## config.mk

```make
export PLATFORM = sky130hd
export DESIGN_NAME = ecc_bus_error_classifier
export DESIGN_NICKNAME = d
export VERILOG_FILES = /design/src/design/ebc_pkg.sv /design/src/design/ecc_bus_error_classifier.sv /design/src/design/ebc_syn_locate.sv /design/src/design/ebc_decode.sv
export SDC_FILE = /design/constraint.sdc
export NUM_CORES = 1
export LEC_CHECK = 0
export BUFFER_PORTS_ARGS = -buffer_cell sky130_fd_sc_hd__clkbuf_2
export CAP_MARGIN = 20
export CELL_PAD_IN_SITES_DETAIL_PLACEMENT = 0
export CELL_PAD_IN_SITES_GLOBAL_PLACEMENT = 1
export CORE_AREA = 2 2 108 110
export CTS_CLUSTER_SIZE = 28
export DETAILED_ROUTE_END_ITERATION = 7
export DIE_AREA = 0 0 110 112
export GPL_TIMING_DRIVEN = 0
export HOLD_SLACK_MARGIN = 0.03
export PLACE_DENSITY = 0.87
export SLEW_MARGIN = 20
export SYNTH_ARGS = -nofsm -noshare
export SYNTH_HDL_FRONTEND = slang
export SYNTH_SLANG_ARGS = --single-unit
```

## constraint.sdc

```tcl
create_clock -name clk -period 12.7 [get_ports clk]
set_input_delay 1.905 -clock clk [delete_from_list [all_inputs] [get_ports clk]]
set_output_delay 1.905 -clock clk [all_outputs]
set_load 0.005 [all_outputs]
```

## src/design/ebc_pkg.sv

```systemverilog
`timescale 1ns / 1ps

package ebc_pkg;

  // Address and syndrome geometry
  localparam int ADDR_BITS = 27;
  localparam int BYTE_BITS = 29;
  localparam int SYN_BITS  = 7;
  localparam int IDX_BITS  = 5;
  localparam int ADJ_BITS  = 12;
  localparam logic [ADJ_BITS-1:0] ADJ_SKEW = 12'd5;
  localparam logic [SYN_BITS-1:0] SYN_CX   = 7'h01;

  localparam int DATA_SYNS  = 32;
  localparam int MULTI_SYNS = 25;

  typedef enum logic [1:0] {
    ACT_FATAL   = 2'd0,
    ACT_FIXUP   = 2'd1,
    ACT_DISCARD = 2'd2
  } action_t;

  typedef enum logic [2:0] {
    CLS_NONE     = 3'd0,
    CLS_TIMEOUT  = 3'd1,
    CLS_OVERRUN  = 3'd2,
    CLS_SYNINVAL = 3'd3,
    CLS_SINGLE   = 3'd4,
    CLS_DOUBLE   = 3'd5,
    CLS_MULTIPLE = 3'd6
  } class_t;

  typedef enum logic [1:0] {
    BK_NONE  = 2'd0,
    BK_CX    = 2'd1,
    BK_CHECK = 2'd2,
    BK_DATA  = 2'd3
  } kind_t;

  // One captured bus error
  typedef struct packed {
    logic                 ear_valid;
    logic                 ear_ecc;
    logic                 ear_cpu;
    logic                 ear_write;
    logic [ADDR_BITS-1:0] ear_address;
    logic                 lo_valid;
    logic                 lo_single;
    logic [SYN_BITS-1:0]  lo_syndrome;
    logic                 hi_valid;
    logic                 hi_single;
    logic [SYN_BITS-1:0]  hi_syndrome;
    logic                 fixup_allowed;
  } capture_t;

  // Where the bad bit sits, from the syndrome alone
  typedef struct packed {
    logic                multi;
    kind_t               kind;
    logic [IDX_BITS-1:0] index;
  } locate_t;

  // One classification result
  typedef struct packed {
    action_t              action;
    logic [BYTE_BITS-1:0] byte_address;
    class_t               error_class;
    logic                 clear_capture;
    logic                 rewrite_word;
    kind_t                bit_kind;
    logic [IDX_BITS-1:0]  bit_index;
    logic [SYN_BITS-1:0]  syndrome_used;
  } result_t;

  // Syndrome of a single flipped data bit, indexed by bit number
  localparam logic [SYN_BITS-1:0] DATA_SYN [DATA_SYNS] = '{
    7'h4f, 7'h4a, 7'h52, 7'h54, 7'h57, 7'h58, 7'h5b, 7'h5d,
    7'h23, 7'h25, 7'h26, 7'h29, 7'h2a, 7'h2c, 7'h31, 7'h34,
    7'h0e, 7'h0b, 7'h13, 7'h15, 7'h16, 7'h19, 7'h1a, 7'h1c,
    7'h62, 7'h64, 7'h67, 7'h68, 7'h6b, 7'h6d, 7'h70, 7'h75
  };

  // Syndromes that only a multi-bit error produces
  localparam logic [SYN_BITS-1:0] MULTI_SYN [MULTI_SYNS] = '{
    7'h07, 7'h0d, 7'h1f, 7'h2f, 7'h32, 7'h37, 7'h38, 7'h3b, 7'h3d,
    7'h3e, 7'h43, 7'h45, 7'h46, 7'h49, 7'h4c, 7'h51, 7'h5e, 7'h61,
    7'h6e, 7'h73, 7'h76, 7'h79, 7'h7a, 7'h7c, 7'h7f
  };

  function automatic logic is_multi(input logic [SYN_BITS-1:0] syn);
    logic hit;
    hit = 1'b0;
    for (int k = 0; k < MULTI_SYNS; k++) begin
      hit = hit | (syn == MULTI_SYN[k]);
    end
    return hit;
  endfunction

endpackage

```

## src/design/ecc_bus_error_classifier.sv

```systemverilog
`timescale 1ns / 1ps
// An accepted item passes through the input register, then the result register, to out_valid.
// One item per cycle unless out_ready stalls; only the decode lies between the two registers.
// A stalled result register holds its item while the input register still takes one more.
// Reset: synchronous, active low; clears both stage valid flags, payload is not reset.

module ecc_bus_error_classifier
  import ebc_pkg::*;
(
  input  logic                 clk,
  input  logic                 rst_n,
  input  logic                 in_valid,
  output logic                 in_ready,
  input  logic                 in_ear_valid,
  input  logic                 in_ear_ecc,
  input  logic                 in_ear_cpu,
  input  logic                 in_ear_write,
  input  logic [ADDR_BITS-1:0] in_ear_address,
  input  logic                 in_lo_valid,
  input  logic                 in_lo_single,
  input  logic [SYN_BITS-1:0]  in_lo_syndrome,
  input  logic                 in_hi_valid,
  input  logic                 in_hi_single,
  input  logic [SYN_BITS-1:0]  in_hi_syndrome,
  input  logic                 in_fixup_allowed,
  output logic                 out_valid,
  input  logic                 out_ready,
  output logic [1:0]           out_action,
  output logic [BYTE_BITS-1:0] out_byte_address,
  output logic [2:0]           out_error_class,
  output logic                 out_clear_capture,
  output logic                 out_rewrite_word,
  output logic [1:0]           out_bit_kind,
  output logic [IDX_BITS-1:0]  out_bit_index,
  output logic [SYN_BITS-1:0]  out_syndrome_used
);

  capture_t cap_r;
  capture_t cap_nxt;
  logic     cap_vld_r;
  result_t  res_r;
  result_t  res_nxt;
  logic     res_vld_r;
  logic     res_free;
  logic     adv;
  logic     in_take;

  // Stage handshake
  assign res_free = !res_vld_r || out_ready;
  assign adv      = cap_vld_r && res_free;
  assign in_ready = !cap_vld_r || res_free;
  assign in_take  = in_valid && in_ready;

  always_comb begin
    cap_nxt.ear_valid     = in_ear_valid;
    cap_nxt.ear_ecc       = in_ear_ecc;
    cap_nxt.ear_cpu       = in_ear_cpu;
    cap_nxt.ear_write     = in_ear_write;
    cap_nxt.ear_address   = in_ear_address;
    cap_nxt.lo_valid      = in_lo_valid;
    cap_nxt.lo_single     = in_lo_single;
    cap_nxt.lo_syndrome   = in_lo_syndrome;
    cap_nxt.hi_valid      = in_hi_valid;
    cap_nxt.hi_single     = in_hi_single;
    cap_nxt.hi_syndrome   = in_hi_syndrome;
    cap_nxt.fixup_allowed = in_fixup_allowed;
  end

  // Input register
  always_ff @(posedge clk) begin
    if (!rst_n) begin
      cap_vld_r <= 1'b0;
    end else if (in_ready) begin
      cap_vld_r <= in_valid;
    end
  end

  always_ff @(posedge clk) begin
    if (in_take) begin
      cap_r <= cap_nxt;
    end
  end

  ebc_decode u_decode (
    .cap (cap_r),
    .res (res_nxt)
  );

  // Result register
  always_ff @(posedge clk) begin
    if (!rst_n) begin
      res_vld_r <= 1'b0;
    end else if (res_free) begin
      res_vld_r <= cap_vld_r;
    end
  end

  always_ff @(posedge clk) begin
    if (adv) begin
      res_r <= res_nxt;
    end
  end

  assign out_valid         = res_vld_r;
  assign out_action        = res_r.action;
  assign out_byte_address  = res_r.byte_address;
  assign out_error_class   = res_r.error_class;
  assign out_clear_capture = res_r.clear_capture;
  assign out_rewrite_word  = res_r.rewrite_word;
  assign out_bit_kind      = res_r.bit_kind;
  assign out_bit_index     = res_r.bit_index;
  assign out_syndrome_used = res_r.syndrome_used;

`ifndef ASSERT_OFF
  // A single-bit error always scrubs and discards
  a_single_scrub: assert property (@(posedge clk) disable iff (!rst_n)
    out_valid && (out_error_class == CLS_SINGLE) |->
      out_rewrite_word && (out_action == ACT_DISCARD))
    else $error("single error without scrub");

  // A rewrite only follows a cleared capture
  a_rewrite_clear: assert property (@(posedge clk) disable iff (!rst_n)
    out_valid && out_rewrite_word |-> out_clear_capture)
    else $error("rewrite without clear");

  // An invalid capture gives an all-zero result
  a_invalid_zero: assert property (@(posedge clk) disable iff (!rst_n)
    out_valid && !out_clear_capture |->
      (out_action == ACT_FATAL) && (out_byte_address == '0) && (out_bit_kind == BK_NONE))
    else $error("invalid capture leaked fields");

  // Check bit CX only for syndrome one
  a_cx_bit: assert property (@(posedge clk) disable iff (!rst_n)
    out_valid && (out_bit_kind == BK_CX) |->
      (out_bit_index == '0) && (out_syndrome_used == SYN_CX))
    else $error("bad CX location");

  // An item in the input register is held while the result side is blocked
  a_hold_input: assert property (@(posedge clk) disable iff (!rst_n)
    cap_vld_r && !res_free |=> cap_vld_r && $stable(cap_r))
    else $error("input item lost under stall");
`endif

endmodule

```

## src/design/ebc_syn_locate.sv

```systemverilog
`timescale 1ns / 1ps

module ebc_syn_locate
  import ebc_pkg::*;
(
  input  logic [SYN_BITS-1:0] syn,
  output locate_t             loc
);

  logic [DATA_SYNS-1:0] data_hit;
  logic [IDX_BITS-1:0]  data_idx;
  logic                 is_check;

  // Parallel compare against the data-bit table
  always_comb begin
    for (int k = 0; k < DATA_SYNS; k++) begin
      data_hit[k] = (syn == DATA_SYN[k]);
    end
  end

  // Table entries are distinct, so an OR of matching indices encodes the hit
  always_comb begin
    data_idx = '0;
    for (int k = 0; k < DATA_SYNS; k++) begin
      if (data_hit[k]) begin
        data_idx = data_idx | IDX_BITS'(k);
      end
    end
  end

  assign is_check = $onehot(syn);

  // Check bit first, then data bit, else unlocated
  always_comb begin
    loc.multi = is_multi(syn);
    if (is_check) begin
      loc.kind  = (syn == SYN_CX) ? BK_CX : BK_CHECK;
      loc.index = IDX_BITS'(syn >> 2);
    end else if (|data_hit) begin
      loc.kind  = BK_DATA;
      loc.index = data_idx;
    end else begin
      loc.kind  = BK_NONE;
      loc.index = '0;
    end
  end

endmodule

```

## src/design/ebc_decode.sv

```systemverilog
`timescale 1ns / 1ps

module ebc_decode
  import ebc_pkg::*;
(
  input  capture_t cap,
  output result_t  res
);

  logic [ADDR_BITS-1:0] addr_adj;
  logic [ADJ_BITS-1:0]  low_adj;
  logic                 bank_hi;
  logic                 syn_valid;
  logic                 syn_single;
  logic [SYN_BITS-1:0]  syn;
  locate_t              loc;

  // ECC read errors: pull the low address bits back over the pipeline skew
  assign low_adj = cap.ear_address[ADJ_BITS-1:0] - ADJ_SKEW;

  always_comb begin
    addr_adj = cap.ear_address;
    if (cap.ear_ecc && !cap.ear_write) begin
      addr_adj[ADJ_BITS-1:0] = low_adj;
    end
  end

  // Bank select from the adjusted word address
  assign bank_hi    = addr_adj[0];
  assign syn_valid  = bank_hi ? cap.hi_valid    : cap.lo_valid;
  assign syn_single = bank_hi ? cap.hi_single   : cap.lo_single;
  assign syn        = bank_hi ? cap.hi_syndrome : cap.lo_syndrome;

  ebc_syn_locate u_locate (
    .syn (syn),
    .loc (loc)
  );

  // Classification
  always_comb begin
    res = '0;
    if (cap.ear_valid) begin
      res.clear_capture = 1'b1;
      res.byte_address  = BYTE_BITS'({addr_adj, 2'b00});
      res.action        = (cap.ear_cpu && cap.fixup_allowed) ? ACT_FIXUP : ACT_FATAL;
      if (!cap.ear_ecc) begin
        res.error_class = cap.ear_cpu ? CLS_TIMEOUT : CLS_OVERRUN;
      end else begin
        res.syndrome_used = syn;
        if (!syn_valid) begin
          res.error_class = CLS_SYNINVAL;
        end else begin
          if (loc.multi) begin
            res.error_class = CLS_MULTIPLE;
          end else if (!syn_single) begin
            res.error_class = CLS_DOUBLE;
          end else begin
            res.error_class  = CLS_SINGLE;
            res.rewrite_word = 1'b1;
            res.action       = ACT_DISCARD;
          end
          res.bit_kind  = loc.kind;
          res.bit_index = loc.index;
        end
      end
    end
  end

endmodule
```

### Word level (Yosys, flattened, before mapping)

Index checks and enable logic that the tools add are counted.

* add/subtract/negate cells: 7
* eq/ne operators: 61
* multiplexer cells: 88
* bitwise logic cells: 24
* reductions and logical operators: 10

Operators with widths (number)
* $eq 7x7->1 const B: 31
* $eq 7x6->1 const B: 15
* $mux 5: 16
* $mux 3: 17
* $eq 7x5->1 const B: 7
* $mux 2: 18
* $mux 4: 8
* $reduce_or 32->1: 1
* $mux 15: 2
* $mux 7: 4
* $mux 8: 3
* $or 1x1->1: 24
* $eq 7x4->1 const B: 3
* $mux 1: 18
* $mux 16: 1
* $mux 12: 1
* $sub 12x3->12 const B: 1
* $eq 7x1->1 const B: 1
* $eq 7x3->1 const B: 1
* $add 1x1->2: 3
* $logic_and 1x1->1: 4
* $ne 2x1->1 const B: 2
* $add 2x1->3: 1
* $add 2x2->3: 1
* other kinds (4): 7

* bits in registers: 102
* input port bits: 54
* logic and storage cells: 213

### Logic depth before layout (Yosys ltp)

Gate-level depths: netlist of the first run.

* depth after elaboration: 45
* mapped depth: 20
* depth with buffers taken out: 17

### Modules after synthesis

From an unflattened synthesis of the first run, not the netlist that was laid out.

* cell total of the unflattened synthesis: 358
* area total of the unflattened synthesis: 4880.9 µm²

By module, submodules not included
* ecc_bus_error_classifier: times used 1, cells an instance 109, area an instance 3106.7 µm², seq. area each 3042.9 µm²
* ebc_syn_locate: times used 1, cells an instance 143, area an instance 974.7 µm², seq. area each 0.0 µm²
* ebc_decode: times used 1, cells an instance 106, area an instance 799.5 µm², seq. area each 0.0 µm²

### Worst setup path before layout of the first run

No wires, ideal clock.

* path kind: register to register
* start: reg cap_r[48] (netlist bit)
* end: reg res_r, in the netlist out_bit_index[1], data pin
* library setup time: 0.274 ns
* arrival time: 4.936 ns
* required time: 12.426 ns
* slack: 7.490 ns
* stages on the path, launching flop included: 21
* buffers on the path: 3
* period minus slack after synthesis: 5.210 ns
* cell sequence: edfxtp_1 nor2b_4 buf_12 xnor2_4 buf_6 mux2i_1 inv_1 fa_1 inv_1 fa_1 xor2_1 ha_1 o21bai_1 fa_1 nor2_1 and2_1 clkbuf_1 or2_2 or4_1 a21oi_1 a211oi_1

* cells in the longest elaborated chain, start to end: 42
* elaborated cells on any way between the ends: 82

Ends and longest elaborated chain
* from (decl): line ecc_bus_error_classifier.sv:38 `capture_t cap_r;`
* from (signal assigned): line ecc_bus_error_classifier.sv:80 `cap_r <= cap_nxt;`
* $logic_and 1x1->1: line ebc_decode.sv:23 `if (cap.ear_ecc && !cap.ear_write) begin`
* $mux 12: line ebc_decode.sv:23
* $mux 7: line ebc_decode.sv:32 `assign syn = bank_hi ? cap.hi_syndrome : cap.lo_syndrome;`
* $eq 7x7->1: line ebc_syn_locate.sv:17 `data_hit[k] = (syn == DATA_SYN[k]);`
* $mux 2 (2 in series): line ebc_syn_locate.sv:25 `if (data_hit[k]) begin`
* $mux 3 (4 in series): line ebc_syn_locate.sv:25
* $mux 4 (8 in series): line ebc_syn_locate.sv:25
* $mux 5 (16 in series): line ebc_syn_locate.sv:25
* $mux 7: line ebc_syn_locate.sv:39 `end else if (|data_hit) begin`
* $mux 7 (2 in series): line ebc_syn_locate.sv:36 `if (is_check) begin`
* $mux 8: line ebc_decode.sv:50 `if (!syn_valid) begin`
* $mux 8: line ebc_decode.sv:46 `if (!cap.ear_ecc) begin`
* $mux 8: line ebc_decode.sv:42 `if (cap.ear_valid) begin`
* $mux 15 *: line ebc_decode.sv:46
* $mux 15 *: line ebc_decode.sv:42
* to (signal assigned): line ecc_bus_error_classifier.sv:100 `res_r <= res_nxt;`
* to (decl): line ecc_bus_error_classifier.sv:41 `result_t res_r;`

Every way passes the cells marked *; elsewhere a longest branch is shown, timed or not. The select of a mux whose other input is x is not followed.
A chain may end at the register's enable or synchronous reset.

### Worst setup path after layout of the first run

* start: reg cap_r[48] (netlist bit)
* end: reg res_r, in the netlist out_bit_kind[1], data pin

* cells in the longest elaborated chain, start to end: 13
* elaborated cells on any way between the ends: 54

Ends and longest elaborated chain
* $logic_and 1x1->1: line ebc_decode.sv:23
* $mux 12: line ebc_decode.sv:23
* $mux 7: line ebc_decode.sv:32
* $add 1x1->2 (not written as such) (tied with other cells): line ebc_syn_locate.sv:31 `assign is_check = $onehot(syn);`
* $add 2x2->3 (not written as such) (tied with other cells): line ebc_syn_locate.sv:31
* $add 3x3->3 (not written as such) or $mux 7 (tied branches): line ebc_syn_locate.sv:31, ebc_syn_locate.sv:39
* $eq 3x1->1 or $mux 7 (tied branches): line ebc_syn_locate.sv:31, ebc_syn_locate.sv:36
* $mux 7: line ebc_syn_locate.sv:36
* $mux 8: line ebc_decode.sv:50
* $mux 8: line ebc_decode.sv:46
* $mux 8: line ebc_decode.sv:42
* $mux 15 *: line ebc_decode.sv:46
* $mux 15 *: line ebc_decode.sv:42

Marked as above.

==> results by stage, run 1 <==
Status:
- The flow ran to the end, and the final reports show no timing, DRC or antenna violations.

Timing:
- For this run, the top clock speed supported by timing is about 170 MHz.
- In the final timing run, aggregate negative setup slack is 0 ns.
- Setup violations remaining at the end of the flow were counted as 0.
- The max-slew headroom at the worst pin is 0.507.
- The slew at the pin closest to its max-slew limit is roughly 0.72 ns.
- The hold violation count in the final report is 0.
- The post-route worst hold slack is about 0.53 ns.
- Setup repair after global routing left no endpoint under its margin.
- The clock skew after layout is just under 0.01 ns.
- The ratio of final minimum period to clock period is 0.476.
- Across all setup checks in the final design, the least slack found is 6.66 ns.
- The number of max-slew violations in the final report came to 0.
- The final critical path time including I/O delays and setup is 6.04 ns.

Placed design:
- Counting tap cells, the placed design contains a total of ~640 instances.
- The half-perimeter wire length after detailed placement is roughly 8000 µm.
- The placer congestion estimate is 0.916.
- The total cell area at the placement stage is approximately 0.0057 mm².
- The count of input and output buffers is just over 100.
- The minimum setup slack after placement is between 6 and 7 ns.

Yosys:
- The part of the Yosys area used for sequential elements is 0.605.
- Yosys mapped the design onto 63 distinct sky130hd cell types.
- The average instance in the mapped netlist occupies between 10 and 15 µm².
- After synthesis, the share of flip-flops with an asynchronous set or reset is 0.
- sky130_fd_sc_hd__edfxtp_1 takes more of the synthesized area than any other cell.
- The cell count after synthesis is 388.
- The cell area that synthesis handed to floorplanning was between 0.004 and 0.005 mm².
- Ranked by total cell area, the synthesized netlist is headed by sky130_fd_sc_hd__edfxtp_1, sky130_fd_sc_hd__mux2i_1, sky130_fd_sc_hd__and2_1.
- The fraction of synthesized cell area taken by the top area cell type is 0.597.
- In the synthesized netlist the dominant register cell turns out to be sky130_fd_sc_hd__edfxtp_1.
- The number of synthesized register bits is 100.
- Yosys printed 0 warnings.
- The count of flip-flops with a built-in enable after synthesis is a little under 100.

Cells and area:
- In the final layout, flip-flops and latches occupy between 0.002 and 0.003 mm².
- The core utilization of the finished layout is 0.536.
- Fill cells in the final layout number between 900 and 1000.
- In the final layout, the share of cells above drive strength 1 is 0.284.
- The area growth from synthesis to layout is 21.5%.
- The area of combinational cells with multiple inputs is 0.00180 mm².
- The final design instance area without fill is 0.00599 mm².
- The finished layout holds 653 standard cells, fillers aside.
- The count of nets after finishing is 568.
- The number of antenna diodes in the final layout is 0.

Die:
- For this configuration, the core starts out at a cell density of 0.441.
- The region available for standard cell placement spans about 0.011 mm².
- The top-level I/O count is about 110.
- The initialized floorplan defines 39 standard-cell rows.
- The floorplan die height is 112 µm.
- The width of the die is ~110 µm.
- The area enclosed by the die boundary is around 0.012 mm².

CTS:
- The maximum count of clock buffers along a single path is 2.
- The library cell used as clock root buffer is sky130_fd_sc_hd__clkbuf_16.
- The TritonCTS buffer count is 9.
- The later pin in the worst-skew pair is clocked with a latency of around 0.35 ns.
- The buffers inserted during post-CTS setup optimization is 0.
- The number of levels in the clock H-tree is 3.
- The number of gates resized after CTS is 0.
- The TritonCTS clock tree is done.
- The CTS clock-pin slew for the worst setup and hold paths is 0.06 ns.
- The count of hold-fix buffers inserted at cts is 0.
- The clock sink total is 100.

Power:
- The fraction of power consumed by the clock network is 0.335.
- The share of total power dissipated in combinational logic is 0.182.
- VDD sags by at most ~0.077 mV.
- The cell-internal power is between 0.6 and 0.7 mW.
- In this run the power density over the cells is approximately 140 mW/mm².
- The completed layout was analyzed and its total power is between 0.8 and 0.9 mW.
- The proportion of power drawn by flip-flops and latches is 0.482.
- The switching power is around 0.21 mW.
- Of the total power, the share spent switching nets is 0.262.
- The leakage power summed over all cells is ~2.3 nW.

Critical path:
- The kind of end point of the critical path is a flip-flop.
- The critical path start-end classification is flip-flop to flip-flop.
- The critical path startpoint is cap_r[48]$_DFFE_PP_.
- The worst setup path is launched from a flip-flop.
- The required time reported for the critical path endpoint is roughly 13 ns.
- Along the worst path, the maximum fanout reaches 10.
- The startpoint of the lowest-slack register-to-register path is cap_r[48]$_DFFE_PP_.
- The slack of the worst reg-to-reg path is between 6 and 7 ns.
- STA puts the critical path data arrival time at about 6 ns.

Worst hold path:
- The kind of path behind the tightest hold check is flip-flop to flip-flop.
- The launch point of the worst hold path is cap_r[42]$_DFFE_PP_.

Routing:
- The number of nets with antenna violations after detailed routing is 0.
- Across all layers, the routed design uses approximately 3400 vias.
- Dividing the detail-routed wire length by the instance count gives between 15 and 20 µm.
- The final layout contains routed wiring with a total length of 10600 µm.
- After the first detailed-routing iteration, the DRC count stood at roughly 260.
- The ratio of routed vias to standard cells is 5.17.
- For this run, design rule violations remaining after detail routing come to 0.
- The total iterations of the first detailed-routing run is 5.

Global routing:
- The first-pass GRT wire length is 16800 µm.
- The number of global-route vias before repair is approximately 3200.
- Across every metal layer, demand over resource in global routing totals 0.181.
- The total grt overflow is 0.
- The number of antenna violations at the first check in global routing came to 0.
- The maximum number of pins on one net before global-route repair is 29.

Flow run:
- The number of violations of the max-capacitance limit is 0.
==> cell type report <==
class                   count  area share
flip-flops and latches    100       0.498
multi-input cells         258       0.300
repair buffers            105      0.0952
clock buffers               9      0.0376
well taps                 143      0.0298
plain buffers              17      0.0186
clock inverters             7      0.0123
inverters                  14     0.00877
==> worst max-delay path, stage by stage, from the launching register on <==
cell                        delay, ns
sky130_fd_sc_hd__edfxtp_1        0.50
sky130_fd_sc_hd__nor2b_4         0.18
sky130_fd_sc_hd__buf_12          0.14
sky130_fd_sc_hd__xnor2_4         0.31
sky130_fd_sc_hd__buf_6           0.22
sky130_fd_sc_hd__mux2i_1         0.51
sky130_fd_sc_hd__inv_1           0.19
sky130_fd_sc_hd__fa_1            0.56
sky130_fd_sc_hd__inv_1           0.05
sky130_fd_sc_hd__fa_1            0.47
sky130_fd_sc_hd__xor2_1          0.18
sky130_fd_sc_hd__ha_1            0.23
sky130_fd_sc_hd__o21bai_1        0.17
sky130_fd_sc_hd__fa_1            0.51
sky130_fd_sc_hd__nor2_1          0.05
sky130_fd_sc_hd__and2_1          0.16
sky130_fd_sc_hd__clkbuf_1        0.17
sky130_fd_sc_hd__nor4_1          0.50
sky130_fd_sc_hd__o211ai_1        0.24
sky130_fd_sc_hd__a2111oi_2       0.36
sky130_fd_sc_hd__nor3_1          0.09
==> path summary, 6_finish.rpt <==
check	endpoint	cells past startpoint
worst max register to register	out_bit_kind[1]$_SDFFCE_PN0P_	20
worst max-delay path	out_bit_kind[1]$_SDFFCE_PN0P_	20
worst min register to register	out_byte_address[25]$_SDFFCE_PN0P_	1
worst min-delay path	out_byte_address[25]$_SDFFCE_PN0P_	1
==> routing by layer <==
metal | global-route usage | up-vias | wire length (µm)
li1 | - | 1656 | -
met1 | 0.249 | 1579 | 4700
met2 | 0.279 | 124 | 5090
met3 | 0.0299 | 18 | 544
met4 | 0.0810 | 0 | 239
met5 | 0 | - | 0
==> power by group through the flow <==
stage	Combinational, mW	Sequential [mW]	Clock (mW)
floorplan	0.0985	0.400	0
global placement	0.141	0.400	0
detailed placement	0.147	0.400	0
CTS	0.147	0.393	0.279
global route	0.165	0.394	0.293
finish	0.149	0.393	0.273
==> layout by cell type, fill, tap and decap left out, types with 3 or more instances in the layout <==
cell,synthesis,final
sky130_fd_sc_hd__edfxtp_1,98,98
sky130_fd_sc_hd__clkbuf_1,9,9
sky130_fd_sc_hd__a211oi_1,6,6
sky130_fd_sc_hd__clkbuf_2,0,103
sky130_fd_sc_hd__o32ai_1,5,5
sky130_fd_sc_hd__buf_6,3,3
sky130_fd_sc_hd__a21oi_1,13,13
sky130_fd_sc_hd__nor3_1,15,15
sky130_fd_sc_hd__and2_1,27,26
sky130_fd_sc_hd__nand3_1,6,6
sky130_fd_sc_hd__or3_1,3,3
sky130_fd_sc_hd__nand2b_1,12,12
sky130_fd_sc_hd__inv_1,12,12
sky130_fd_sc_hd__a22oi_1,3,3
sky130_fd_sc_hd__fa_1,3,3
sky130_fd_sc_hd__nor2_1,20,20
sky130_fd_sc_hd__ha_1,6,6
sky130_fd_sc_hd__a2bb2oi_1,3,3
sky130_fd_sc_hd__xor2_1,5,5
sky130_fd_sc_hd__nand2_1,33,33
sky130_fd_sc_hd__a21boi_0,3,3
sky130_fd_sc_hd__mux2i_1,17,17
sky130_fd_sc_hd__nor3b_1,3,3
sky130_fd_sc_hd__nand3b_1,3,3
sky130_fd_sc_hd__o21ai_0,14,14
sky130_fd_sc_hd__clkbuf_16,0,9
sky130_fd_sc_hd__nor2b_1,9,8
sky130_fd_sc_hd__and3_1,3,3
sky130_fd_sc_hd__xnor2_1,7,7
==> synth_stat cells, types with 5 or more instances <==
library cell and instances:
sky130_fd_sc_hd__edfxtp_1 98, sky130_fd_sc_hd__o32ai_1 5, sky130_fd_sc_hd__nor2_1 20, sky130_fd_sc_hd__ha_1 6, sky130_fd_sc_hd__nand2b_1 12, sky130_fd_sc_hd__and2_1 27, sky130_fd_sc_hd__a211oi_1 6, sky130_fd_sc_hd__nand3_1 6
sky130_fd_sc_hd__mux2i_1 17, sky130_fd_sc_hd__inv_1 12, sky130_fd_sc_hd__a21oi_1 13, sky130_fd_sc_hd__o21ai_0 14, sky130_fd_sc_hd__nor2b_1 9, sky130_fd_sc_hd__nand2_1 33, sky130_fd_sc_hd__clkbuf_1 9, sky130_fd_sc_hd__nor3_1 15
sky130_fd_sc_hd__xnor2_1 7, sky130_fd_sc_hd__xor2_1 5
==> state kept, by name, summed over array words and instances, names as in the netlist <==
register and cells:
out_bit_kind 2, out_rewrite_word 1, out_byte_address 27, cap_vld_r 1, cap_r 50, out_valid 1
out_error_class 3, out_bit_index 5, out_action 2, out_clear_capture 1, out_syndrome_used 7
==> cells by family after synthesis <==
family	after synthesis	share of synthesized area
mux	21	0.0464
flops	100	0.605
simple gates	145	0.159
other cells	1	0.000760
buf+inv	31	0.0332
compound gates	67	0.0966
fa+ha+maj	9	0.0274
xor+xnor	14	0.0325
No activity file was read; power rests on OpenSTA's default activity.
==> inputs of run 2 (changes only) <==
--- a/config.mk
+++ b/config.mk
@@ -5,17 +5,18 @@
 export SDC_FILE = /design/constraint.sdc
 export NUM_CORES = 1
 export LEC_CHECK = 0
+export ABC_AREA = 1
 export BUFFER_PORTS_ARGS = -buffer_cell sky130_fd_sc_hd__clkbuf_2
 export CAP_MARGIN = 20
 export CELL_PAD_IN_SITES_DETAIL_PLACEMENT = 0
 export CELL_PAD_IN_SITES_GLOBAL_PLACEMENT = 1
-export CORE_AREA = 2 2 108 110
+export CORE_AREA = 2 2 109 111
 export CTS_CLUSTER_SIZE = 28
 export DETAILED_ROUTE_END_ITERATION = 7
-export DIE_AREA = 0 0 110 112
+export DIE_AREA = 0 0 111 113
 export GPL_TIMING_DRIVEN = 0
 export HOLD_SLACK_MARGIN = 0.03
-export PLACE_DENSITY = 0.87
+export PLACE_DENSITY = 0.85
 export SLEW_MARGIN = 20
 export SYNTH_ARGS = -nofsm -noshare
 export SYNTH_HDL_FRONTEND = slang
==> constraint.sdc (replaced) <==
create_clock -name clk -period 6.1 [get_ports clk]
set_input_delay 0.915 -clock clk [delete_from_list [all_inputs] [get_ports clk]]
set_output_delay 0.915 -clock clk [all_outputs]
set_load 0.005 [all_outputs]
==> run 2 against run 1 <==
Effect of this change: synthesized cell count grew 13%; fmax grew 6.5%; synthesized area shrank 5.5%; worst setup slack got worse by 6.2 ns; clock power grew 120%; first-iteration DRC count is 12% lower; total power increased by 110%; register-to-register slack got worse by 6.2 ns; die area is 1.8% higher; sequential share of layout area rose by 2.0 points; cell count grew 7.8%; global-route usage is 1.9 points lower; largest power group unchanged.
==> results by stage, run 2 <==
Status:
- Status: complete, no violations (unchanged).

Cells and area:
- The flip-flop count of the largest register, all copies and words added was 50 (unchanged).
- The ratio of cells with drive above 1 in the final layout came to 0.276 (was 0.284).
- The register containing the most flip-flops in the final layout is cap_r (unchanged).
- The area growth from synthesis to layout came to 23.7% (was 21.5%).
- The number of diodes came to 0 (unchanged).
- The count of nets after finishing is 619 (was 568).
- The core utilization of the finished layout was 0.512 (was 0.536).
- Most used cells in the layout excluding fill and tap cells: sky130_fd_sc_hd__clkbuf_2, sky130_fd_sc_hd__edfxtp_1, sky130_fd_sc_hd__nand2_1, sky130_fd_sc_hd__inv_1, sky130_fd_sc_hd__nand3_1 (was sky130_fd_sc_hd__clkbuf_2, sky130_fd_sc_hd__edfxtp_1, sky130_fd_sc_hd__nand2_1, sky130_fd_sc_hd__and2_1, sky130_fd_sc_hd__nor2_1).
- The most frequent standard cell in the layout excluding fill and tap cells is sky130_fd_sc_hd__clkbuf_2 (unchanged).

Global routing:
- The number of global-route vias before repair is 3219 (was 3246).
- The overall routing resource usage is 0.162 (was 0.181).
- The number of antenna violations at the first check in global routing is 0 (unchanged).
- The total grt overflow is 0 (unchanged).
- The first-pass GRT wire length is 15900 µm (was 16800 µm).
- The maximum number of pins on one net before global-route repair is 31 (was 29).

Die:
- The floorplan die height is 113 µm (was 112 µm).
- The placeable core region came to 0.0113 mm² (was 0.0112 mm²).
- The width of the die is 111 µm (was 110 µm).
- The area enclosed by the die boundary was 0.0125 mm² (was 0.0123 mm²).
- The starting density of the core was 0.414 (was 0.441).
- The number of cell rows is 39 (unchanged).
- The top-level I/O count is 106 (unchanged).

CTS:
- The CTS clock-pin slew for the worst setup and hold paths was 0.07 ns (was 0.06 ns).
- The latest clock arrival within the worst-skew pair was 0.34 ns (was 0.35 ns).
- The count of hold-fix buffers inserted at cts is 0 (unchanged).
- The TritonCTS buffer count was 9 (unchanged).
- The TritonCTS clock tree is done (unchanged).
- The number of gates resized after CTS is 0 (unchanged).
- The clock sink total is 100 (unchanged).
- The maximum count of clock buffers along a single path is 2 (unchanged).
- The library cell used as clock root buffer was sky130_fd_sc_hd__clkbuf_16 (unchanged).
- The buffers inserted during post-CTS setup optimization came to 0 (unchanged).
- The number of levels in the clock H-tree is 3 (unchanged).

Timing:
- The clock skew after layout is 0.00721 ns (was 0.00976 ns).
- The final setup TNS came to 0 ns (unchanged).
- The max-slew headroom at the worst pin is 0.461 (was 0.507).
- The ratio of final minimum period to clock period came to 0.930 (was 0.476).
- The final critical path time including I/O delays and setup is 5.67 ns (was 6.04 ns).
- The number of max-slew violations in the final report came to 0 (unchanged).
- The hold violation count in the final report is 0 (unchanged).
- The slew at the pin closest to its max-slew limit came to 0.803 ns (was 0.719 ns).
- The number of failing setup endpoints in the final timing report is 0 (unchanged).
- Unrepaired setup endpoints after global routing: no (unchanged).
- The fmax is 176 MHz (was 166 MHz).

Yosys:
- The number of unique standard cell types used by synthesis was 31 (was 63).
- The post-synthesis average cell area is 10.6 µm² (was 12.7 µm²).
- The cell count after synthesis is 438 (was 388).
- The xor and xnor fraction of the mapped netlist area is 0.00751 (was 0.0325).
- The multiplexer share of the synthesized area is 0 (was 0.0464).
- The adder and majority gate portion of the synthesized area was 0.0290 (was 0.0274).
- The fraction of the mapped netlist area in compound gates is 0.0389 (was 0.0966).
- The async set-reset flop share out of synthesis came to 0 (unchanged).
- The cell area after synthesis is 0.00466 mm² (was 0.00493 mm²).
- The fraction of synthesized cell area taken by the top area cell type is 0.631 (was 0.597).
- The number of synthesized register bits is 100 (unchanged).
- The share of synthesized cell area in and, or, nand and nor gates is 0.223 (was 0.159).
- Most instantiated cells after synthesis: sky130_fd_sc_hd__edfxtp_1, sky130_fd_sc_hd__nand2_1, sky130_fd_sc_hd__inv_1 (was sky130_fd_sc_hd__edfxtp_1, sky130_fd_sc_hd__nand2_1, sky130_fd_sc_hd__and2_1).
- Ranking of synthesized cells by area: sky130_fd_sc_hd__edfxtp_1, sky130_fd_sc_hd__nand2_1, sky130_fd_sc_hd__inv_1 (was sky130_fd_sc_hd__edfxtp_1, sky130_fd_sc_hd__mux2i_1, sky130_fd_sc_hd__and2_1).
- The yosys synthesis warning count is 0 (unchanged).
- The largest family of logic cells by synthesized area is simple AND/OR/NAND/NOR gates (unchanged).
- The leading cell type by number of instances after synthesis is sky130_fd_sc_hd__edfxtp_1 (unchanged).
- The count of flip-flops with a built-in enable after synthesis is 98 (unchanged).
- The cell type with the highest aggregate area in the netlist is sky130_fd_sc_hd__edfxtp_1 (unchanged).
- The part of the Yosys area used for sequential elements is 0.640 (was 0.605).
- The commonest register cell after synthesis is sky130_fd_sc_hd__edfxtp_1 (unchanged).

Critical path:
- The count of buffering cells on the critical path with inverters included was 6 (was 5).
- The data arrival at the endpoint of the critical path came to 5.75 ns (was 6.12 ns).
- The kind of end point of the critical path is a flip-flop (unchanged).
- The critical path start-end classification is flip-flop to flip-flop (unchanged).
- The maximum cell stage delay along the critical path is 0.68 ns (was 0.56 ns).
- The cell count of the worst reg-to-reg path came to 20 (unchanged).
- The maximum net fanout on the critical path is 10 (unchanged).
- The startpoint of the lowest-slack register-to-register path is cap_r[48]$_DFFE_PP_ (unchanged).
- The endpoint of the worst register-to-register path is out_bit_kind[1]$_SDFFCE_PN0P_ (unchanged).
- The master of the slowest instance on the critical path is sky130_fd_sc_hd__nor3_1 (was sky130_fd_sc_hd__fa_1).
- CP Cell Sequence: nand2_4, nand2_4, nand2_4, buf_6, o21ai_0, inv_1, fa_1, inv_1, fa_1, or2_2, nand2_1, inv_1, ha_1, inv_1, nand2_1, fa_1, nor3_1, inv_1, nor4_1, nor2_1 (was nor2b_4, buf_12, xnor2_4, buf_6, mux2i_1, inv_1, fa_1, inv_1, fa_1, xor2_1, ha_1, o21bai_1, fa_1, nor2_1, and2_1, clkbuf_1, nor4_1, o211ai_1, a2111oi_2, nor3_1).
- The cell repeated most along the worst path is sky130_fd_sc_hd__inv_1 (was sky130_fd_sc_hd__fa_1).
- The slack of the worst reg-to-reg path is 0.43 ns (was 6.66 ns).
- The required time reported for the critical path endpoint is 6.18 ns (was 12.78 ns).
- The category of cells accounting for the largest share of critical-path delay is simple AND/OR/NAND/NOR gates (was adder cells).
- The count of cell instances traversed by the critical path was 20 (unchanged).
- The type of element launching the critical path is a flip-flop (unchanged).

Power:
- The maximum vdd ir drop is 0.199 mV (was 0.0770 mV).
- The total power divided by cell area is 291 mW/mm² (was 136 mW/mm²).
- The leakage power summed over all cells came to 2.77 nW (was 2.35 nW).
- The logic gate share of total power is 0.151 (was 0.182).
- The share of total power consumed by net switching is 0.254 (was 0.262).
- The cell-internal power came to 1.25 mW (was 0.601 mW).
- The fraction of power consumed by the clock network was 0.365 (was 0.335).
- The proportion of power drawn by flip-flops and latches is 0.484 (was 0.482).
- The switching power was 0.426 mW (was 0.213 mW).

Worst hold path:
- The kind of path behind the tightest hold check is flip-flop to flip-flop (unchanged).
- The cell depth of the worst hold path is 2 (was 1).
- The endpoint with the worst hold slack is out_byte_address[28]$_SDFFCE_PN0P_ (was out_byte_address[25]$_SDFFCE_PN0P_).
- The launch point of the worst hold path is cap_r[45]$_DFFE_PP_ (was cap_r[42]$_DFFE_PP_).

Flow run:
- The number of violations of the max-capacitance limit is 0 (unchanged).

Routing:
- The total iterations of the first detailed-routing run is 5 (unchanged).
- The mean routed wirelength per cell was 13.7 µm (was 16.2 µm).
- The ratio of routed vias to standard cells is 4.77 (was 5.17).
- The via total after detailed routing is 3359 (was 3377).
- The count of unresolved DRC violations after routing is 0 (unchanged).
- The number of nets with antenna violations after detailed routing is 0 (unchanged).
- The total wire length after detailed routing is 9680 µm (was 10600 µm).
- The iteration-0 DRC count of the detailed router is 227 (was 257).

Placed design:
- The count of input and output buffers was 103 (unchanged).
- The placer congestion estimate is 0.864 (was 0.916).
- The half-perimeter wire length after detailed placement is 7470 µm (was 8050 µm).
[run 2: final cells by class]
type / instances / area, µm²
clock buffer: 11 / 233
fill: 1001 / 5510
timing repair buffer: 106 / 591
inverter: 67 / 251
buffer: 5 / 33.8
clock inverter: 5 / 86.3
sequential: 100 / 2980
multi-input combinational: 267 / 1410
tap: 143 / 179
[run 2: power groups by stage]
stage / Sequential [mW] / Clock (mW) / Combinational, mW
detailed placement: 0.827 / 0 / 0.252
global placement: 0.829 / 0 / 0.235
floorplan: 0.827 / 0 / 0.161
CTS: 0.812 / 0.621 / 0.253
finish: 0.812 / 0.611 / 0.253
global route: 0.815 / 0.652 / 0.285
[run 2: per-layer routing]
layer  track usage  part of all wire  vias to the layer above
li1              -                 -                     1684
met1         0.216              0.44                     1538
met2         0.257              0.47                      121
met3        0.0412             0.064                       16
met4        0.0583             0.019                        0
met5             0                 0                        -
[run 2: cell families (layout without fill, tap and decap cells)]
kind of cell               count (synthesis)  count (layout)
xor gates and xnor gates                   4               4
DFF                                      100             100
and+or+nand+nor                          217             217
AOI/OAI and AO/OA                         35              35
adders and majority gates                  9               9
other                                      1               2
buffers and inverters                     72             194
[run 2: worst max-delay path by stage]
| stage | startpoint | to |
|---|---|---|
| after floorplan | cap_r[48]$_DFFE_PP_ | out_bit_kind[1]$_SDFFCE_PN0P_ |
| after global placement | cap_r[48]$_DFFE_PP_ | out_bit_kind[1]$_SDFFCE_PN0P_ |
| after detailed placement | cap_r[48]$_DFFE_PP_ | out_bit_kind[1]$_SDFFCE_PN0P_ |
| after CTS | cap_r[48]$_DFFE_PP_ | out_bit_kind[1]$_SDFFCE_PN0P_ |
| after global routing | cap_r[48]$_DFFE_PP_ | out_bit_kind[1]$_SDFFCE_PN0P_ |
| final | cap_r[48]$_DFFE_PP_ | out_bit_kind[1]$_SDFFCE_PN0P_ |
[run 2: metrics by stage]
stage | power [mW] | hold slack, ns | std cells | setup slack, ns | area (µm²)
2_1_floorplan | 0.989 | 0.447 | 439 | 1.48 | 4670
3_3_place_gp | 1.06 | 0.453 | 685 | 0.608 | 5360
3_5_place_dp | 1.08 | 0.493 | 688 | 0.519 | 5450
4_1_cts | 1.69 | 0.512 | 704 | 0.489 | 5770
5_1_grt | 1.75 | 0.536 | 704 | 0.199 | 5770
6_report | 1.68 | 0.512 | 704 | 0.429 | 5770
[run 2: worst reg2reg max path, stage by stage (launching register included)]
cell and delay (ns):
sky130_fd_sc_hd__edfxtp_1 0.59, sky130_fd_sc_hd__nand2_4 0.15, sky130_fd_sc_hd__nand2_4 0.13, sky130_fd_sc_hd__nand2_4 0.06
sky130_fd_sc_hd__buf_6 0.15, sky130_fd_sc_hd__o21ai_0 0.48, sky130_fd_sc_hd__inv_1 0.20, sky130_fd_sc_hd__fa_1 0.58
sky130_fd_sc_hd__inv_1 0.06, sky130_fd_sc_hd__fa_1 0.45, sky130_fd_sc_hd__or2_2 0.32, sky130_fd_sc_hd__nand2_1 0.06
sky130_fd_sc_hd__inv_1 0.04, sky130_fd_sc_hd__ha_1 0.17, sky130_fd_sc_hd__inv_1 0.05, sky130_fd_sc_hd__nand2_1 0.06
sky130_fd_sc_hd__fa_1 0.43, sky130_fd_sc_hd__nor3_1 0.68, sky130_fd_sc_hd__inv_1 0.32, sky130_fd_sc_hd__nor4_1 0.36
sky130_fd_sc_hd__nor2_1 0.10
==> inputs of run 3 (changes only) <==
--- a/config.mk
+++ b/config.mk
@@ -10,13 +10,13 @@
 export CAP_MARGIN = 20
 export CELL_PAD_IN_SITES_DETAIL_PLACEMENT = 0
 export CELL_PAD_IN_SITES_GLOBAL_PLACEMENT = 1
-export CORE_AREA = 2 2 109 111
+export CORE_AREA = 2 2 110 112
 export CTS_CLUSTER_SIZE = 28
 export DETAILED_ROUTE_END_ITERATION = 7
-export DIE_AREA = 0 0 111 113
+export DIE_AREA = 0 0 112 114
 export GPL_TIMING_DRIVEN = 0
 export HOLD_SLACK_MARGIN = 0.03
-export PLACE_DENSITY = 0.85
+export PLACE_DENSITY = 0.83
 export SLEW_MARGIN = 20
 export SYNTH_ARGS = -nofsm -noshare
 export SYNTH_HDL_FRONTEND = slang
==> run 3 against run 2 <==
Effect of this change: worst setup slack improved by 0.30 ns; combinational power barely moved; sequential cell count is the same; first-iteration DRC count fell by 49%; clock skew rose by 0.00098 ns; total power decreased by 4.2%; cell count grew 0.57%; critical path type unchanged; clock power decreased by 11%; global-route usage fell by 0.13 points; clock-buffer cell count unchanged.
==> results by stage, run 3 (same netlist as run 2, synthesis figures left out) <==
Status:
- Status: complete, no violations (unchanged).

Timing:
- The clock skew after layout is 0.00819 ns (was 0.00721 ns).
- Unrepaired setup endpoints after global routing: no (unchanged).
- The number of max-slew violations in the final report came to 0 (unchanged).
- The hold violation count in the final report is 0 (unchanged).
- The ratio of final minimum period to clock period came to 0.881 (was 0.930).
- The slew at the pin closest to its max-slew limit is 0.613 ns (was 0.803 ns).
- The fmax is 186 MHz (was 176 MHz).
- The final setup TNS is 0 ns (unchanged).
- The number of failing setup endpoints in the final timing report was 0 (unchanged).
- The final critical path time including I/O delays and setup is 5.37 ns (was 5.67 ns).
- The max-slew headroom at the worst pin was 0.590 (was 0.461).

CTS:
- The TritonCTS clock tree is done (unchanged).
- The number of gates resized after CTS is 0 (unchanged).
- The library cell used as clock root buffer is sky130_fd_sc_hd__clkbuf_16 (unchanged).
- The clock sink total is 100 (unchanged).
- The maximum count of clock buffers along a single path is 2 (unchanged).
- The count of hold-fix buffers inserted at cts came to 0 (unchanged).
- The CTS clock-pin slew for the worst setup and hold paths came to 0.07 ns (about the same).
- The TritonCTS buffer count is 9 (unchanged).
- The latest clock arrival within the worst-skew pair is 0.35 ns (was 0.34 ns).
- The buffers inserted during post-CTS setup optimization is 0 (unchanged).
- The number of levels in the clock H-tree came to 3 (unchanged).

Power:
- The total power is 1.61 mW (was 1.68 mW).
- The leakage power summed over all cells is 2.75 nW (was 2.77 nW).
- The maximum vdd ir drop is 0.164 mV (was 0.199 mV).
- The total power divided by cell area is 280 mW/mm² (was 291 mW/mm²).

Cells and area:
- The ratio of cells with drive above 1 in the final layout was 0.278 (was 0.276).
- The number of diodes is 0 (unchanged).
- The register containing the most flip-flops in the final layout is cap_r (unchanged).
- The final design instance area without fill was 0.00573 mm² (was 0.00577 mm²).
- Most used cells in the layout excluding fill and tap cells: sky130_fd_sc_hd__clkbuf_2, sky130_fd_sc_hd__edfxtp_1, sky130_fd_sc_hd__nand2_1, sky130_fd_sc_hd__inv_1, sky130_fd_sc_hd__nand3_1 (unchanged).
- The flip-flop count of the largest register, all copies and words added came to 50 (unchanged).
- The area growth from synthesis to layout was 22.9% (was 23.7%).
- The fill cell instance count of the final layout was 1088 (was 1001).
- The area used by sequential logic in the layout is 0.00298 mm² (unchanged).
- The count of nets after finishing was 619 (unchanged).
- The most frequent standard cell in the layout excluding fill and tap cells is sky130_fd_sc_hd__clkbuf_2 (unchanged).
- The core utilization of the finished layout is 0.489 (was 0.512).
- The area of combinational cells with multiple inputs is 0.00142 mm² (was 0.00141 mm²).

Flow run:
- The number of violations of the max-capacitance limit is 0 (unchanged).

Die:
- The starting density of the core is 0.398 (was 0.414).
- The top-level I/O count came to 106 (unchanged).
- The floorplan die height is 114 µm (was 113 µm).
- The number of cell rows is 40 (was 39).
- The area enclosed by the die boundary is 0.0128 mm² (was 0.0125 mm²).
- The placeable core region is 0.0117 mm² (was 0.0113 mm²).
- The width of the die is 112 µm (was 111 µm).

Routing:
- The number of nets with antenna violations after detailed routing is 0 (unchanged).
- The total iterations of the first detailed-routing run came to 4 (was 5).
- The count of unresolved DRC violations after routing is 0 (unchanged).
- The iteration-0 DRC count of the detailed router was 115 (was 227).
- The total wire length after detailed routing was 9770 µm (was 9680 µm).
- The mean routed wirelength per cell is 13.8 µm (was 13.7 µm).
- The ratio of routed vias to standard cells was 4.64 (was 4.77).
- The via total after detailed routing is 3284 (was 3359).

Worst hold path:
- The launch point of the worst hold path is cap_r[32]$_DFFE_PP_ (was cap_r[45]$_DFFE_PP_).
- The kind of path behind the tightest hold check is flip-flop to flip-flop (unchanged).

Critical path:
- The kind of end point of the critical path was a flip-flop (unchanged).
- The critical path startpoint is cap_r[48]$_DFFE_PP_ (unchanged).
- The maximum net fanout on the critical path is 10 (unchanged).
- The data arrival at the endpoint of the critical path is 5.46 ns (was 5.75 ns).
- The type of element launching the critical path is a flip-flop (unchanged).
- The startpoint of the lowest-slack register-to-register path is cap_r[48]$_DFFE_PP_ (unchanged).
- The critical path start-end classification is flip-flop to flip-flop (unchanged).
- The required time reported for the critical path endpoint is 6.19 ns (was 6.18 ns).

Placed design:
- The half-perimeter wire length after detailed placement is 7610 µm (was 7470 µm).
- The total cell area at the placement stage is 0.00545 mm² (unchanged).
- The count of input and output buffers is 103 (unchanged).
- The placer congestion estimate is 0.840 (was 0.864).

Global routing:
- The number of global-route vias before repair came to 3259 (was 3219).
- The maximum number of pins on one net before global-route repair was 29 (was 31).
- The first-pass GRT wire length is 15800 µm (was 15900 µm).
- The number of antenna violations at the first check in global routing came to 0 (unchanged).
- The total grt overflow is 0 (unchanged).
- The overall routing resource usage is 0.160 (was 0.162).
-- run 3: routing by layer --
| metal | part of all wire | vias to the layer above | track usage |
|---|---|---|---|
| met3 | 0.042 | 13 | 0.0313 |
| met1 | 0.44 | 1510 | 0.203 |
| met4 | 0.017 | 0 | 0.0683 |
| li1 | - | 1684 | - |
| met2 | 0.50 | 77 | 0.271 |
| met5 | 0 | - | 0 |
-- run 3: worst max-delay path, cell delays in order, from the launching register on --
cell	delay, ns
sky130_fd_sc_hd__edfxtp_1	0.60
sky130_fd_sc_hd__nand2_4	0.15
sky130_fd_sc_hd__nand2_4	0.14
sky130_fd_sc_hd__nand2_4	0.06
sky130_fd_sc_hd__buf_6	0.15
sky130_fd_sc_hd__o21ai_0	0.47
sky130_fd_sc_hd__inv_1	0.20
sky130_fd_sc_hd__fa_1	0.57
sky130_fd_sc_hd__inv_1	0.05
sky130_fd_sc_hd__fa_1	0.45
sky130_fd_sc_hd__or2_2	0.32
sky130_fd_sc_hd__nand2_1	0.07
sky130_fd_sc_hd__inv_1	0.04
sky130_fd_sc_hd__ha_1	0.17
sky130_fd_sc_hd__inv_1	0.05
sky130_fd_sc_hd__nand2_1	0.06
sky130_fd_sc_hd__fa_1	0.44
sky130_fd_sc_hd__nor3_2	0.38
sky130_fd_sc_hd__inv_1	0.23
sky130_fd_sc_hd__nor4_1	0.42
sky130_fd_sc_hd__nor2_1	0.09
-- run 3: layout make-up --
| cell class | count | share of cell area |
|---|---|---|
| clock inverters | 5 | 0.00764 |
| clock buffers | 11 | 0.0406 |
| multi-input cells | 267 | 0.247 |
| repair buffers | 106 | 0.102 |
| plain buffers | 5 | 0.00590 |
| well taps | 147 | 0.0321 |
| inverters | 67 | 0.0439 |
| flip-flops and latches | 100 | 0.521 |
-- run 3: final timing paths --
path              slack, ns  cells after the start                            endpoint
setup / recovery       0.73                     20       out_bit_kind[1]$_SDFFCE_PN0P_
hold / removal         0.50                      2  out_byte_address[15]$_SDFFCE_PN0P_
setup reg to reg       0.73                     20       out_bit_kind[1]$_SDFFCE_PN0P_
hold reg to reg        0.50                      2  out_byte_address[15]$_SDFFCE_PN0P_
-- run 3: power breakdown --
part           total [mW]  leakage [nW]  switching (mW)  internal (mW)
clock               0.541         0.128           0.258          0.282
sequential          0.812         0.977          0.0153          0.797
combinational       0.253          1.64           0.161         0.0918
-- run 3: per-stage QoR --
step	hold WS [ns]	std cells	setup WS, ns
2_1_floorplan	0.447	439	1.48
3_3_place_gp	0.453	689	0.515
4_1_cts	0.507	708	0.396
3_5_place_dp	0.490	692	0.409
5_1_grt	0.532	708	0.285
6_report	0.504	708	0.726
